`src/hw/rtl/mmrf_pkg.sv`:
```
package mmrf_pkg;

   localparam int NODE_COUNT_DEF = 16;
   localparam int PEER_SLOTS_DEF = 8;

   localparam int CSR_ADDR_W = 4;
   localparam int CSR_DATA_W = 32;

   localparam logic [1:0] CMD_MESSAGE     = 2'd0;
   localparam logic [1:0] CMD_ROUTE_WRITE = 2'd1;
   localparam logic [1:0] CMD_ROUTE_CLEAR = 2'd2;

   localparam logic [1:0] REG_OWN_NODE_ID    = 2'd0;
   localparam logic [1:0] REG_BROADCAST_ID   = 2'd1;
   localparam logic [1:0] REG_LISTENER_PORTS = 2'd2;
   localparam logic [1:0] REG_HOP_LIMIT      = 2'd3;

   localparam logic [3:0] V_DELIVER       = 4'd0;
   localparam logic [3:0] V_SHORT         = 4'd1;
   localparam logic [3:0] V_DUPLICATE     = 4'd2;
   localparam logic [3:0] V_NO_LISTENER   = 4'd3;
   localparam logic [3:0] V_LISTENER_FULL = 4'd4;
   localparam logic [3:0] V_RETURNED      = 4'd5;
   localparam logic [3:0] V_HOP_LIMIT     = 4'd6;
   localparam logic [3:0] V_QUEUE_FULL    = 4'd7;
   localparam logic [3:0] V_NO_ROUTE      = 4'd8;
   localparam logic [3:0] V_FORWARD       = 4'd9;

   localparam logic [6:0] HDR_BYTES  = 7'd5;
   localparam logic [7:0] ROUTE_NONE = 8'hFF;

   localparam logic [7:0]  OWN_NODE_ID_RST    = 8'd1;
   localparam logic [7:0]  BROADCAST_ID_RST   = 8'd255;
   localparam logic [15:0] LISTENER_PORTS_RST = 16'd0;
   localparam logic [3:0]  HOP_LIMIT_RST      = 4'd8;

   typedef struct packed {
      logic [7:0]  own_node_id;
      logic [7:0]  broadcast_id;
      logic [15:0] listener_ports;
      logic [3:0]  hop_limit;
   } cfg_type;

endpackage

```
`src/hw/rtl/mesh_message_receive_filter.sv`:
```
// Mesh message receive filter. Each req_ item is either a received message header
// (command message) or a route table command (write or clear one forwarding entry).
// Every item yields exactly one rsp_ item: verdict, relay node and delivered data length.
// Node id, broadcast id, listener port mask and hop limit sit in csr_ registers,
// which the user must write over the APB-style port only while no item is in flight;
// the block itself does not enforce this. After acceptance every item passes a decide
// state and a finish state that fills the output register; messages that look up the
// route table add a route check state (one registered read), and messages addressed
// to this node or broadcast add a serial scan of the peer table, one slot per cycle
// through a single id comparator, that stops at the sender's slot or runs through
// every slot for a new sender, and then a peer update state. A new item is taken in
// the cycle after the previous result has moved into the output register, so the block
// takes no new item before it is through with the last one.
// The output register frees the input side: while the receiver holds rsp_ready low
// the next item is accepted and worked on, and waits only when its own result is ready.
// Reset (synchronous, active high) restores the registers to their defaults, marks
// every route entry as no route and empties the peer table; no clearing pass is needed.
module mesh_message_receive_filter #(
   parameter int NODE_COUNT = mmrf_pkg::NODE_COUNT_DEF,
   parameter int PEER_SLOTS = mmrf_pkg::PEER_SLOTS_DEF
) (
   input  logic                            clock,
   input  logic                            reset,
   input  logic                            csr_psel,
   input  logic                            csr_penable,
   input  logic                            csr_pwrite,
   input  logic [mmrf_pkg::CSR_ADDR_W-1:0] csr_paddr,
   input  logic [mmrf_pkg::CSR_DATA_W-1:0] csr_pwdata,
   output logic [mmrf_pkg::CSR_DATA_W-1:0] csr_prdata,
   output logic                            csr_pready,
   input  logic                            req_valid,
   output logic                            req_ready,
   input  logic [1:0]                      req_command,
   input  logic [6:0]                      req_payload_length,
   input  logic [7:0]                      req_sender,
   input  logic [7:0]                      req_recipient,
   input  logic [7:0]                      req_sequence_req,
   input  logic [7:0]                      req_port,
   input  logic [7:0]                      req_hop_count,
   input  logic                            req_listener_queue_full,
   input  logic                            req_send_queue_full,
   input  logic [3:0]                      req_route_destination,
   input  logic [7:0]                      req_route_relay_node,
   output logic                            rsp_valid,
   input  logic                            rsp_ready,
   output logic [3:0]                      rsp_verdict,
   output logic [7:0]                      rsp_relay_node,
   output logic [6:0]                      rsp_data_length
);

   mmrf_pkg::cfg_type cfg;

   mmrf_csr u_csr (
      .clock       (clock),
      .reset       (reset),
      .csr_psel    (csr_psel),
      .csr_penable (csr_penable),
      .csr_pwrite  (csr_pwrite),
      .csr_paddr   (csr_paddr),
      .csr_pwdata  (csr_pwdata),
      .csr_prdata  (csr_prdata),
      .csr_pready  (csr_pready),
      .cfg         (cfg)
   );

   mmrf_ctrl #(
      .NODE_COUNT (NODE_COUNT),
      .PEER_SLOTS (PEER_SLOTS)
   ) u_ctrl (
      .clock                   (clock),
      .reset                   (reset),
      .cfg                     (cfg),
      .req_valid               (req_valid),
      .req_ready               (req_ready),
      .req_command             (req_command),
      .req_payload_length      (req_payload_length),
      .req_sender              (req_sender),
      .req_recipient           (req_recipient),
      .req_sequence_req        (req_sequence_req),
      .req_port                (req_port),
      .req_hop_count           (req_hop_count),
      .req_listener_queue_full (req_listener_queue_full),
      .req_send_queue_full     (req_send_queue_full),
      .req_route_destination   (req_route_destination),
      .req_route_relay_node    (req_route_relay_node),
      .rsp_valid               (rsp_valid),
      .rsp_ready               (rsp_ready),
      .rsp_verdict             (rsp_verdict),
      .rsp_relay_node          (rsp_relay_node),
      .rsp_data_length         (rsp_data_length)
   );

endmodule

```
`src/hw/rtl/mmrf_ram.sv`:
```
module mmrf_ram #(
   parameter int WIDTH = 8,
   parameter int DEPTH = 16
) (
   input  logic                                   clock,
   input  logic                                   wr_en,
   input  logic [(DEPTH > 1 ? $clog2(DEPTH) : 1)-1:0] wr_addr,
   input  logic [WIDTH-1:0]                       wr_data,
   input  logic [(DEPTH > 1 ? $clog2(DEPTH) : 1)-1:0] rd_addr,
   output logic [WIDTH-1:0]                       rd_data
);

   logic [WIDTH-1:0] mem_ff [DEPTH];
   logic [WIDTH-1:0] rd_data_ff;

   always_ff @(posedge clock) begin
      if (wr_en) begin
         mem_ff[wr_addr] <= wr_data;
      end
      rd_data_ff <= mem_ff[rd_addr];
   end

   assign rd_data = rd_data_ff;

endmodule

```
`src/hw/rtl/mmrf_csr.sv`:
```
module mmrf_csr (
   input  logic                               clock,
   input  logic                               reset,
   input  logic                               csr_psel,
   input  logic                               csr_penable,
   input  logic                               csr_pwrite,
   input  logic [mmrf_pkg::CSR_ADDR_W-1:0]    csr_paddr,
   input  logic [mmrf_pkg::CSR_DATA_W-1:0]    csr_pwdata,
   output logic [mmrf_pkg::CSR_DATA_W-1:0]    csr_prdata,
   output logic                               csr_pready,
   output mmrf_pkg::cfg_type                  cfg
);

   mmrf_pkg::cfg_type cfg_ff, cfg_in;
   logic [1:0]        reg_sel;
   logic              wr_strobe;

   assign reg_sel   = csr_paddr[3:2];
   assign wr_strobe = csr_psel & csr_penable & csr_pwrite;

   always_comb begin
      cfg_in = cfg_ff;
      if (wr_strobe) begin
         case (reg_sel)
            mmrf_pkg::REG_OWN_NODE_ID:    cfg_in.own_node_id    = csr_pwdata[7:0];
            mmrf_pkg::REG_BROADCAST_ID:   cfg_in.broadcast_id   = csr_pwdata[7:0];
            mmrf_pkg::REG_LISTENER_PORTS: cfg_in.listener_ports = csr_pwdata[15:0];
            mmrf_pkg::REG_HOP_LIMIT:      cfg_in.hop_limit      = csr_pwdata[3:0];
            default: cfg_in = cfg_ff;
         endcase
      end
   end

   always_ff @(posedge clock) begin
      if (reset) begin
         cfg_ff.own_node_id    <= mmrf_pkg::OWN_NODE_ID_RST;
         cfg_ff.broadcast_id   <= mmrf_pkg::BROADCAST_ID_RST;
         cfg_ff.listener_ports <= mmrf_pkg::LISTENER_PORTS_RST;
         cfg_ff.hop_limit      <= mmrf_pkg::HOP_LIMIT_RST;
      end else begin
         cfg_ff <= cfg_in;
      end
   end

   always_comb begin
      case (reg_sel)
         mmrf_pkg::REG_OWN_NODE_ID:    csr_prdata = {24'd0, cfg_ff.own_node_id};
         mmrf_pkg::REG_BROADCAST_ID:   csr_prdata = {24'd0, cfg_ff.broadcast_id};
         mmrf_pkg::REG_LISTENER_PORTS: csr_prdata = {16'd0, cfg_ff.listener_ports};
         mmrf_pkg::REG_HOP_LIMIT:      csr_prdata = {28'd0, cfg_ff.hop_limit};
         default:                      csr_prdata = '0;
      endcase
   end

   assign csr_pready = 1'b1;
   assign cfg        = cfg_ff;

endmodule

```
`src/hw/rtl/mmrf_ctrl.sv`:
```
module mmrf_ctrl #(
   parameter int NODE_COUNT = mmrf_pkg::NODE_COUNT_DEF,
   parameter int PEER_SLOTS = mmrf_pkg::PEER_SLOTS_DEF
) (
   input  logic              clock,
   input  logic              reset,
   input  mmrf_pkg::cfg_type cfg,
   input  logic              req_valid,
   output logic              req_ready,
   input  logic [1:0]        req_command,
   input  logic [6:0]        req_payload_length,
   input  logic [7:0]        req_sender,
   input  logic [7:0]        req_recipient,
   input  logic [7:0]        req_sequence_req,
   input  logic [7:0]        req_port,
   input  logic [7:0]        req_hop_count,
   input  logic              req_listener_queue_full,
   input  logic              req_send_queue_full,
   input  logic [3:0]        req_route_destination,
   input  logic [7:0]        req_route_relay_node,
   output logic              rsp_valid,
   input  logic              rsp_ready,
   output logic [3:0]        rsp_verdict,
   output logic [7:0]        rsp_relay_node,
   output logic [6:0]        rsp_data_length
);

   localparam int NW = $clog2(NODE_COUNT);
   localparam int PW = (PEER_SLOTS > 1) ? $clog2(PEER_SLOTS) : 1;
   localparam logic [8:0]    NC9       = 9'(NODE_COUNT);
   localparam logic [PW-1:0] PEER_LAST = PW'(PEER_SLOTS - 1);

   typedef enum logic [5:0] {
      ST_IDLE      = 6'b000001,
      ST_DECIDE    = 6'b000010,
      ST_ROUTE_CHK = 6'b000100,
      ST_PEER_SCAN = 6'b001000,
      ST_PEER_UPD  = 6'b010000,
      ST_FINISH    = 6'b100000
   } state_type;

   state_type state_ff, state_in;

   logic [1:0] cmd_ff, cmd_in;
   logic [6:0] len_ff, len_in;
   logic [7:0] sender_ff, sender_in;
   logic [7:0] rcpt_ff, rcpt_in;
   logic [7:0] seq_ff, seq_in;
   logic [7:0] port_ff, port_in;
   logic [7:0] hops_ff, hops_in;
   logic       lqf_ff, lqf_in;
   logic       txf_ff, txf_in;
   logic [3:0] dest_ff, dest_in;
   logic [7:0] nhop_ff, nhop_in;

   logic [NODE_COUNT-1:0] rvalid_ff, rvalid_in;
   logic [PEER_SLOTS-1:0] pvalid_ff, pvalid_in;
   logic [PW-1:0]         fill_ff, fill_in;
   logic [PW-1:0]         scan_ff, scan_in;
   logic [PW-1:0]         prev_ff, prev_in;
   logic                  look_ff, look_in;
   logic                  issued_ff, issued_in;
   logic [PW-1:0]         slot_ff, slot_in;
   logic [7:0]            oldseq_ff, oldseq_in;

   logic [3:0] res_verdict_ff, res_verdict_in;
   logic [7:0] res_hop_ff, res_hop_in;
   logic [6:0] res_len_ff, res_len_in;

   logic       rsp_valid_ff, rsp_valid_in;
   logic [3:0] rsp_verdict_ff, rsp_verdict_in;
   logic [7:0] rsp_hop_ff, rsp_hop_in;
   logic [6:0] rsp_len_ff, rsp_len_in;

   logic [8:0]    rcpt_wide, dest_wide;
   logic [NW-1:0] rcpt_idx, dest_idx;
   logic          rcpt_in_range, dest_in_range;
   logic          route_we;
   logic [7:0]    route_rdata;
   logic [7:0]    entry;
   logic          peer_we;
   logic [15:0]   peer_wdata;
   logic [15:0]   peer_rdata;
   logic          dup;

   assign rcpt_wide     = {1'b0, rcpt_ff};
   assign dest_wide     = {5'd0, dest_ff};
   assign rcpt_idx      = rcpt_wide[NW-1:0];
   assign dest_idx      = dest_wide[NW-1:0];
   assign rcpt_in_range = rcpt_wide < NC9;
   assign dest_in_range = dest_wide < NC9;
   assign entry         = rvalid_ff[rcpt_idx] ? route_rdata : mmrf_pkg::ROUTE_NONE;
   assign dup           = oldseq_ff == seq_ff;

   mmrf_ram #(
      .WIDTH (8),
      .DEPTH (NODE_COUNT)
   ) u_route_ram (
      .clock   (clock),
      .wr_en   (route_we),
      .wr_addr (dest_idx),
      .wr_data (nhop_ff),
      .rd_addr (rcpt_idx),
      .rd_data (route_rdata)
   );

   // peer entry: sender id in the upper byte, last sequence in the lower
   mmrf_ram #(
      .WIDTH (16),
      .DEPTH (PEER_SLOTS)
   ) u_peer_ram (
      .clock   (clock),
      .wr_en   (peer_we),
      .wr_addr (slot_ff),
      .wr_data (peer_wdata),
      .rd_addr (scan_ff),
      .rd_data (peer_rdata)
   );

   always_comb begin
      state_in       = state_ff;
      cmd_in         = cmd_ff;
      len_in         = len_ff;
      sender_in      = sender_ff;
      rcpt_in        = rcpt_ff;
      seq_in         = seq_ff;
      port_in        = port_ff;
      hops_in        = hops_ff;
      lqf_in         = lqf_ff;
      txf_in         = txf_ff;
      dest_in        = dest_ff;
      nhop_in        = nhop_ff;
      rvalid_in      = rvalid_ff;
      pvalid_in      = pvalid_ff;
      fill_in        = fill_ff;
      scan_in        = scan_ff;
      prev_in        = prev_ff;
      look_in        = look_ff;
      issued_in      = issued_ff;
      slot_in        = slot_ff;
      oldseq_in      = oldseq_ff;
      res_verdict_in = res_verdict_ff;
      res_hop_in     = res_hop_ff;
      res_len_in     = res_len_ff;
      rsp_valid_in   = rsp_valid_ff;
      rsp_verdict_in = rsp_verdict_ff;
      rsp_hop_in     = rsp_hop_ff;
      rsp_len_in     = rsp_len_ff;
      req_ready      = 1'b0;
      route_we       = 1'b0;
      peer_we        = 1'b0;
      peer_wdata     = {sender_ff, dup ? oldseq_ff : seq_ff};

      if (rsp_valid_ff && rsp_ready) begin
         rsp_valid_in = 1'b0;
      end

      case (state_ff)
         ST_IDLE: begin
            req_ready = 1'b1;
            if (req_valid) begin
               cmd_in    = req_command;
               len_in    = req_payload_length;
               sender_in = req_sender;
               rcpt_in   = req_recipient;
               seq_in    = req_sequence_req;
               port_in   = req_port;
               hops_in   = req_hop_count;
               lqf_in    = req_listener_queue_full;
               txf_in    = req_send_queue_full;
               dest_in   = req_route_destination;
               nhop_in   = req_route_relay_node;
               state_in  = ST_DECIDE;
            end
         end
         ST_DECIDE: begin
            res_hop_in = 8'd0;
            res_len_in = 7'd0;
            state_in   = ST_FINISH;
            if (cmd_ff != mmrf_pkg::CMD_MESSAGE) begin
               res_verdict_in = mmrf_pkg::V_FORWARD;
               if (dest_in_range && cmd_ff == mmrf_pkg::CMD_ROUTE_WRITE) begin
                  route_we            = 1'b1;
                  rvalid_in[dest_idx] = 1'b1;
               end
               if (dest_in_range && cmd_ff == mmrf_pkg::CMD_ROUTE_CLEAR) begin
                  rvalid_in[dest_idx] = 1'b0;
               end
            end else if (len_ff < mmrf_pkg::HDR_BYTES) begin
               res_verdict_in = mmrf_pkg::V_SHORT;
            end else if (rcpt_ff == cfg.own_node_id || rcpt_ff == cfg.broadcast_id) begin
               scan_in   = '0;
               look_in   = 1'b0;
               issued_in = 1'b0;
               state_in  = ST_PEER_SCAN;
            end else if (sender_ff == cfg.own_node_id) begin
               res_verdict_in = mmrf_pkg::V_RETURNED;
            end else if (hops_ff >= {4'd0, cfg.hop_limit}) begin
               res_verdict_in = mmrf_pkg::V_HOP_LIMIT;
            end else if (txf_ff) begin
               res_verdict_in = mmrf_pkg::V_QUEUE_FULL;
            end else if (!rcpt_in_range) begin
               res_verdict_in = mmrf_pkg::V_NO_ROUTE;
            end else begin
               state_in = ST_ROUTE_CHK;
            end
         end
         ST_ROUTE_CHK: begin
            state_in = ST_FINISH;
            if (entry == mmrf_pkg::ROUTE_NONE || {1'b0, entry} >= NC9) begin
               res_verdict_in = mmrf_pkg::V_NO_ROUTE;
            end else begin
               res_verdict_in = mmrf_pkg::V_FORWARD;
               res_hop_in     = entry;
            end
         end
         ST_PEER_SCAN: begin
            // read slot n while comparing slot n-1
            if (!issued_ff) begin
               look_in = 1'b1;
               prev_in = scan_ff;
               if (scan_ff == PEER_LAST) begin
                  issued_in = 1'b1;
               end else begin
                  scan_in = scan_ff + PW'(1);
               end
            end else begin
               look_in = 1'b0;
            end
            if (look_ff) begin
               if (pvalid_ff[prev_ff] && peer_rdata[15:8] == sender_ff) begin
                  slot_in   = prev_ff;
                  oldseq_in = peer_rdata[7:0];
                  state_in  = ST_PEER_UPD;
               end else if (prev_ff == PEER_LAST) begin
                  // new peer takes the slot at the fill pointer
                  slot_in            = fill_ff;
                  oldseq_in          = 8'd0;
                  pvalid_in[fill_ff] = 1'b1;
                  fill_in            = (fill_ff == PEER_LAST) ? '0 : fill_ff + PW'(1);
                  state_in           = ST_PEER_UPD;
               end
            end
         end
         ST_PEER_UPD: begin
            peer_we  = 1'b1;
            state_in = ST_FINISH;
            if (dup) begin
               res_verdict_in = mmrf_pkg::V_DUPLICATE;
            end else if (port_ff[7:4] != 4'd0 || !cfg.listener_ports[port_ff[3:0]]) begin
               res_verdict_in = mmrf_pkg::V_NO_LISTENER;
            end else if (lqf_ff) begin
               res_verdict_in = mmrf_pkg::V_LISTENER_FULL;
            end else begin
               res_verdict_in = mmrf_pkg::V_DELIVER;
               res_len_in     = len_ff - mmrf_pkg::HDR_BYTES;
            end
         end
         ST_FINISH: begin
            if (!rsp_valid_ff || rsp_ready) begin
               rsp_valid_in   = 1'b1;
               rsp_verdict_in = res_verdict_ff;
               rsp_hop_in     = res_hop_ff;
               rsp_len_in     = res_len_ff;
               state_in       = ST_IDLE;
            end
         end
         default: begin
            state_in = ST_IDLE;
         end
      endcase
   end

   always_ff @(posedge clock) begin
      if (reset) begin
         state_ff     <= ST_IDLE;
         rvalid_ff    <= '0;
         pvalid_ff    <= '0;
         fill_ff      <= '0;
         scan_ff      <= '0;
         look_ff      <= 1'b0;
         issued_ff    <= 1'b0;
         rsp_valid_ff <= 1'b0;
      end else begin
         state_ff     <= state_in;
         rvalid_ff    <= rvalid_in;
         pvalid_ff    <= pvalid_in;
         fill_ff      <= fill_in;
         scan_ff      <= scan_in;
         look_ff      <= look_in;
         issued_ff    <= issued_in;
         rsp_valid_ff <= rsp_valid_in;
      end
   end

   always_ff @(posedge clock) begin
      cmd_ff         <= cmd_in;
      len_ff         <= len_in;
      sender_ff      <= sender_in;
      rcpt_ff        <= rcpt_in;
      seq_ff         <= seq_in;
      port_ff        <= port_in;
      hops_ff        <= hops_in;
      lqf_ff         <= lqf_in;
      txf_ff         <= txf_in;
      dest_ff        <= dest_in;
      nhop_ff        <= nhop_in;
      prev_ff        <= prev_in;
      slot_ff        <= slot_in;
      oldseq_ff      <= oldseq_in;
      res_verdict_ff <= res_verdict_in;
      res_hop_ff     <= res_hop_in;
      res_len_ff     <= res_len_in;
      rsp_verdict_ff <= rsp_verdict_in;
      rsp_hop_ff     <= rsp_hop_in;
      rsp_len_ff     <= rsp_len_in;
   end

   assign rsp_valid       = rsp_valid_ff;
   assign rsp_verdict     = rsp_verdict_ff;
   assign rsp_relay_node  = rsp_hop_ff;
   assign rsp_data_length = rsp_len_ff;

endmodule

```
`config.mk`:
```
export PLATFORM = sky130hd
export DESIGN_NAME = mesh_message_receive_filter
export DESIGN_NICKNAME = d
export VERILOG_FILES = /design/src/hw/rtl/mmrf_pkg.sv /design/src/hw/rtl/mesh_message_receive_filter.sv /design/src/hw/rtl/mmrf_ram.sv /design/src/hw/rtl/mmrf_csr.sv /design/src/hw/rtl/mmrf_ctrl.sv
export SDC_FILE = /design/constraint.sdc
export NUM_CORES = 1
export LEC_CHECK = 0
export ABC_AREA = 1
export BUFFER_PORTS_ARGS = -buffer_cell sky130_fd_sc_hd__buf_2
export CORE_AREA = 2 2 190 192
export CTS_BUF_LIST = sky130_fd_sc_hd__clkbuf_2
export DETAILED_ROUTE_END_ITERATION = 10
export DIE_AREA = 0 0 192 194
export PLACE_DENSITY = 0.79
export SYNTH_ARGS = -nofsm -noshare
export SYNTH_HDL_FRONTEND = slang
export SYNTH_HIERARCHICAL = 1
export SYNTH_SLANG_ARGS = --single-unit
```
`constraint.sdc`:
```
create_clock -name clock -period 5.1 [get_ports clock]
set_input_delay 0.255 -clock clock [delete_from_list [all_inputs] [get_ports clock]]
set_output_delay 0.255 -clock clock [all_outputs]
set_load 0.03 [all_outputs]
```
Word level (Yosys, flattened, before mapping)
Memories as Yosys holds them, arrays and structs flattened. A register that Yosys moved wholly into a read port is not among the register bits.
Cells that the tools add are included.
Word-level totals
  memories kept: 2
  logic and storage cells: 208
  register bits: 190
  bits in writable memories: 256
  input port bits: 106
Memories
  u_ctrl.u_peer_ram.mem_ff: depth 8, bits a word 16, rd ports 1, clocked after memory_dff 1, write ports 1, line mmrf_ram.sv:13  | logic [WIDTH-1:0] mem_ff [DEPTH];
  u_ctrl.u_route_ram.mem_ff: depth 16, bits a word 8, rd ports 1, clocked after memory_dff 1, write ports 1, line mmrf_ram.sv:13
Operators by class
  bitwise operators: 8
  mux-type cells: 79
  eq/ne operators: 35
  add/sub/neg operators: 3
  magnitude comparators: 12
  reductions and logical operators: 37
Operator list (count)
  one-hot mux 32 bit (4 select lines): 1
  2-to-1 mux 6 bit: 12
  2-to-1 mux 16 bit: 4
  equality test 8 bit: 5
  2-to-1 mux 8 bit: 5
  2-to-1 mux 4 bit: 9
  one-hot mux 6 bit (5 select lines): 1
  2-to-1 mux 3 bit: 9
  2-to-1 mux 1 bit: 24
  2-to-1 mux 7 bit: 3
  less-than comparator 4 x 5 -> 1 bit, second input constant: 4
  inequality test 2 bit, second input constant: 9
  AND reduction 2 bit: 9
  bitwise AND 16 bit: 1
  NOT 16 bit: 1
  OR 16 bit: 1
  one-hot mux 8 bit (2 select lines): 1
  AND reduction 4 bit: 4
  one-hot mux 7 bit (2 select lines): 1
  one-hot mux 4 bit (3 select lines): 1
  nonzero test 2 bit: 5
  equality test 3 bit, second input constant: 3
  binary-select mux 1 bit (select 4 bit): 2
  equality test 8 bit, second input constant: 1
  38 further kinds: 58

Logic depth before layout (Yosys ltp)
  depth in word-level cells: 10
  mapped depth: 13

By module
The synthesis kept the hierarchy.
By module, submodules not included
  mmrf_ctrl: sequential area each 4234.1 µm², times used 1, cells each 802, area each 7310.8 µm²
  mmrf_ram (u_ctrl.u_peer_ram): sequential area each 4164.0 µm², times used 1, cells each 587, area each 5989.5 µm²
  mmrf_ram (u_ctrl.u_route_ram): sequential area each 4003.8 µm², times used 1, cells each 551, area each 5766.8 µm²
  mmrf_csr: sequential area each 720.7 µm², times used 1, cells each 286, area each 1850.5 µm²

Worst setup path after synthesis
Ideal clock, no wire load.
  path type: reg2reg
  start: register u_ctrl.state_ff[3]
  end: register u_ctrl.cmd_ff[0] (enable)
  clock period less this slack: 3.788 ns
  setup time: 0.484 ns
  path buffers: 0
  data required time: 4.616 ns
  stages on the path, launching flop included: 4
  path slack: 1.312 ns
  arrival: 3.303 ns
  path through: dfxtp_1 -> nor2_2 -> nand3_1 -> nor2_1
On the way
  word-level cells in the longest chain between the ends: 2
RTL lines
  start: declaration: line mmrf_ctrl.sv:42  | state_type state_ff, state_in;
  start signal: assignment: line mmrf_ctrl.sv:285  | state_ff <= state_in;
  equality test 6 x 1 -> 1 bit: line mmrf_ctrl.sv:158  | case (state_ff)
  AND reduction 2 bit (no source line)
  end signal: assignment: line mmrf_ctrl.sv:297  | cmd_ff <= cmd_in;
  end: declaration: line mmrf_ctrl.sv:44  | logic [1:0] cmd_ff, cmd_in;
No other way between the ends.
A chain may end at the register's enable or synchronous reset.

Worst setup path after layout
  start: register u_ctrl.sender_ff[4]
  end: register u_ctrl.oldseq_ff[3] (enable)
On the way
  word-level cells in the longest chain between the ends: 4
RTL lines
  start: declaration: line mmrf_ctrl.sv:46  | logic [7:0] sender_ff, sender_in;
  start signal: assignment: line mmrf_ctrl.sv:299  | sender_ff <= sender_in;
  equality test 8 bit: line mmrf_ctrl.sv:231  | if (pvalid_ff[prev_ff] && peer_rdata[15:8] == sender_ff) begin
  logical AND 1 bit: line mmrf_ctrl.sv:231
  nonzero test 2 bit (no source line)
  AND reduction 3 bit (no source line)
  end signal: assignment: line mmrf_ctrl.sv:310  | oldseq_ff <= oldseq_in;
  end: declaration: line mmrf_ctrl.sv:64  | logic [7:0] oldseq_ff, oldseq_in;
No other way between the ends.

==> summary.log <==
qor: power.power.density_cell_area 302 nW/um^2
qor: power.pwr-share-seq 58.3%
qor: clock_tree.cts_tree done
qor: sta.setup_tns 0 ns
qor: die.placement_rows 69
qor: synth.synth_compound_area_share 2.22%
qor: job.cap_violations 0
qor: die.pin_count 160
qor: clock_tree.cts_buffers 111
qor: global_route.grt_start_max_net_pins 68
qor: sta.clock_period_minus_worst_slack 3.13 ns
qor: critical_path.number_of_buffer_and_inverter_instances_along_the_worst_setup_path 1
qor: clock_tree.htree_levels 3
qor: critical_path.cp_slowest_stage_delay 0.77 ns
qor: power.worst_ir_drop_vdd 0.000246 V
qor: critical_path.worst_r2r_endpoint u_ctrl/oldseq_ff[3]$_SDFFCE_PN0P_
qor: global_route.grt_first_pass_wirelength 79.9 mm
qor: clock_tree.ctsLongestPathBuffers 3
qor: power.clock_power_share 32.5%
qor: synth.synth.cell_area 20900 sq um
qor: sta.final_hold_violating_endpoints 0
qor: route.num_vias 16600
qor: clock_tree.cts_setup_buffers 0
qor: die.die_w 192 um
qor: sta.worst_hold_slack 0.160 ns
qor: hold_path.min-delay-start csr_pwdata[6]
qor: critical_path.critPathLaunchType register
qor: critical_path.crit_path_top_delay_cell sky130_fd_sc_hd__nor2_1
qor: synth.synthArstFlopShare 0%
qor: sta.fin_worst_skew 0.104 ns
qor: die.initial_core_util 59.4%
qor: synth.avgSynthCellArea 9.40 sq um
qor: sta.max-slew-margin-rel 15.3%
qor: power.share_comb_of_total_power 9.3%
qor: placement.port_buffers 124
qor: clock_tree.sink_count_of_the_clock_tree 470
qor: placement.pre_cts_ws 2.13 ns
qor: critical_path.cp-startpoint u_ctrl/sender_ff[4]$_DFFE_PP_
qor: final_layout.nets 2715
qor: critical_path.worstReg2RegStart u_ctrl/sender_ff[4]$_DFFE_PP_
qor: global_route.total_routing_usage_reported_by_global_routing 27.5%
qor: die.dieArea 37200 sq um
qor: sta.final-max-slew-violation-count 0
qor: clock_tree.clk_latency 1.05 ns
qor: synth.synth_xor_area_share 0.544%
qor: route.drt-vias-per-instance 5.27
qor: power.power 7.46 mW
qor: critical_path.r2r_setup_slack 1.97 ns
qor: status.run_status finished, final reports clean
qor: die.coreArea 35200 sq um
qor: critical_path.rr_worst_depth 10
qor: route.route.antenna.remaining_nets 0
qor: critical_path.crit_family simple AND/OR/NAND/NOR gates
qor: power.power.net_switching 2.02 mW
qor: power.power.share.switching 27.1%
qor: global_route.grt_overflow_total 0
qor: critical_path.cp_cell_instances inv_1, nand2_1, nand2_1, nor2_1, nand2_1, nor2_1, nand2_1, nand2_1, nand2_1, nor2_1
qor: clock_tree.ctsResizeCount 0
qor: sta.fmax 319 MHz
qor: critical_path.timing.critical_path.mode_cell sky130_fd_sc_hd__nand2_1
qor: sta.finalSetupViolations 0
qor: hold_path.depth_of_the_worst_hold_timing_path 6
qor: synth.syn_inst 2226
qor: final_layout.post_route_cells_drive_above_1_share 13.4%
qor: synth.synth-warning-count 6
qor: route.drcViolationCount 0
qor: power.p_leak 11.1 nW
qor: placement.final_gp_congestion 0.840
qor: placement.placed_cell_area 21700 sq um
qor: clock_tree.clockRootBuffer sky130_fd_sc_hd__clkbuf_2
qor: final_layout.most_common_cell_after_layout_fill_and_taps_aside sky130_fd_sc_hd__nand2_1
qor: critical_path.critPathArrivalTime 3.71 ns
qor: sta.slew_at_the_pin_closest_to_its_max_slew_limit 1.26 ns
qor: power.power.internal 5.43 mW
qor: sta.fin_crit_sh 61.4%
qor: route.first_iter_violations 1473
qor: synth.yosys.area_share.simple 23.5%
qor: synth.synth_top_family_by_area simple AND/OR/NAND/NOR gates
qor: synth.ffs_latches_synth 470
qor: critical_path.worstSetupEndpointType register
qor: critical_path.path_depth 10
qor: critical_path.worstPathMaxFanout 14
qor: final_layout.layout.core_utilization 70.1%
qor: clock_tree.clk_pin_slew_worst_paths 0.12 ns
qor: critical_path.path_class reg2reg
qor: sta.unrepaired_setup_endpoints_after_global_routing false
qor: global_route.antenna_violations_before_repair 1
qor: route.drt-wirelength-per-cell 16.2 um
qor: critical_path.critPathRequiredTime 5.68 ns
qor: synth.post_synth_edffs 371
qor: global_route.via_count_of_the_first_global_routing_pass 16500
qor: synth.synth_adder_area_share 0.778%
qor: placement.post_detail_place_hpwl 28.7 mm
qor: route.route.final.wire_length 51.0 mm
qor: hold_path.hold_path_end u_csr/cfg[34]$_SDFFE_PP0P_
qor: hold_path.worst_hold_path_type in2reg
qor: placement.dp_cells 2746
qor: synth.post_synth_mux_area_share 0%
qor: final_layout.commonest_non_fill_non_tap_cells_in_the_layout sky130_fd_sc_hd__nand2_1 (625), sky130_fd_sc_hd__inv_1 (385), sky130_fd_sc_hd__edfxtp_1 (371), sky130_fd_sc_hd__nand3_1 (240), sky130_fd_sc_hd__dlygate4sd3_1 (198)
qor: route.drt_pre_antenna_iters 6
qor: sta.worst_slack 1.97 ns
qor: die.die_y 194 um
qor: synth.synth_top_flop_cell sky130_fd_sc_hd__edfxtp_1
qor: final_layout.area_growth_syn_to_layout 18.0%
qor: final_layout.final_area 24700 sq um
qor: final_layout.finalNonFillerCells 3152
qor: synth.synth.yosys.seq_area_share 62.7%
qor: synth.yosys.cell_types.count 39
-- power groups by stage --
stage / sequential, mW / clock (mW) / combinational [mW]
finish: 4.35 / 2.42 / 0.690
global route: 4.36 / 2.66 / 0.757
CTS: 4.34 / 2.46 / 0.666
detailed placement: 4.43 / 0 / 0.562
global placement: 4.42 / 0 / 0.545
floorplan: 4.38 / 0 / 0.433
-- registers in the layout, summed over array words and instances, names as in the netlist, 15 cells and up, named ones only --
name and cells:
u_ctrl/u_peer_ram/mem_ff 128, u_ctrl/u_route_ram/mem_ff 128, u_csr/cfg 36, u_ctrl/u_peer_ram/rd_data 16, u_ctrl/rvalid_ff 15
-- Yosys cell counts (3+ instances only) --
cell                       number  area share [%]
sky130_fd_sc_hd__nor3_1        23            0.55
sky130_fd_sc_hd__xnor2_1       13            0.54
sky130_fd_sc_hd__clkinv_1       4           0.072
sky130_fd_sc_hd__nor2_2         6            0.18
sky130_fd_sc_hd__ha_1          13            0.78
sky130_fd_sc_hd__a41oi_1        4            0.17
sky130_fd_sc_hd__nor2_1       195             3.5
sky130_fd_sc_hd__inv_2          9            0.16
sky130_fd_sc_hd__buf_6         16            0.86
sky130_fd_sc_hd__o21ai_1        3           0.072
sky130_fd_sc_hd__buf_4         30             1.1
sky130_fd_sc_hd__dfxtp_1       99             9.5
sky130_fd_sc_hd__nand3_2        3            0.14
sky130_fd_sc_hd__nor4_1        18            0.54
sky130_fd_sc_hd__nand3_1      240             5.7
sky130_fd_sc_hd__clkbuf_1      19            0.34
sky130_fd_sc_hd__a31oi_1       11            0.33
sky130_fd_sc_hd__nand4_1       20            0.60
sky130_fd_sc_hd__nor2_4         5            0.27
sky130_fd_sc_hd__nand2_1      625              11
sky130_fd_sc_hd__a21oi_1       25            0.60
sky130_fd_sc_hd__o211ai_1       8            0.29
sky130_fd_sc_hd__buf_2         30            0.72
sky130_fd_sc_hd__inv_1        385             6.9
sky130_fd_sc_hd__or2_2          4            0.12
sky130_fd_sc_hd__o21ai_0       27            0.65
sky130_fd_sc_hd__edfxtp_1     371              53
sky130_fd_sc_hd__nand3b_1       4            0.14
-- final cells by class --
cell class | instances | area, sq um
Timing Repair Buffer | 339 | 2730
Tap cell | 461 | 577
Clock buffer | 169 | 846
Sequential cell | 470 | 13100
Clock inverter | 38 | 185
Multi-Input combinational cell | 1275 | 5720
Antenna cell | 1 | 2.50
Fill cell | 2508 | 10500
Inverter | 399 | 1500
-- worst min-delay path, cell delays in order --
cell                            delay (ns)
sky130_fd_sc_hd__dlygate4sd3_1        0.53
sky130_fd_sc_hd__buf_2                0.12
sky130_fd_sc_hd__inv_1                0.05
sky130_fd_sc_hd__nand3_1              0.08
sky130_fd_sc_hd__nand2_1              0.05
sky130_fd_sc_hd__nor2_1               0.08
-- cell families (layout without fill, tap and decap cells) --
kind of cell / count (synthesis) / in the layout
xor+xnor: 13 / 13
compound gates: 81 / 81
buf+inv: 496 / 945
flops: 470 / 470
simple gates: 1151 / 1151
other cells: 2 / 18
fa+ha+maj: 13 / 13
-- layer usage --
layer  global-route usage [%]  wire length [um]  vias up
met3                     5.97              3880      196
met1                     31.7             19000     7707
met2                     47.0             25500      790
met5                        0                 0        -
li1                         -                 -     7906
met4                     16.2              2690        0
-- worst max path at each step --
stage	to	slack (ns)
6_report	u_ctrl/oldseq_ff[3]$_SDFFCE_PN0P_	1.97
5_1_grt	u_ctrl/oldseq_ff[3]$_SDFFCE_PN0P_	1.74
4_1_cts	u_ctrl/oldseq_ff[0]$_SDFFCE_PN0P_	2.01
3_5_place_dp	u_ctrl/oldseq_ff[6]$_SDFFCE_PN0P_	2.13
3_3_place_gp	u_ctrl/oldseq_ff[6]$_SDFFCE_PN0P_	2.23
2_1_floorplan	u_ctrl/cmd_ff[0]$_DFFE_PP_	1.31
-- what timing repair did --
action / 4_1_cts / 5_1_grt
endpoints found under the setup margin: 0 / 0
hold buffers: 198 / 0
endpoints found under the hold margin: 184 / 0
No activity file was read; power rests on OpenSTA's default activity.
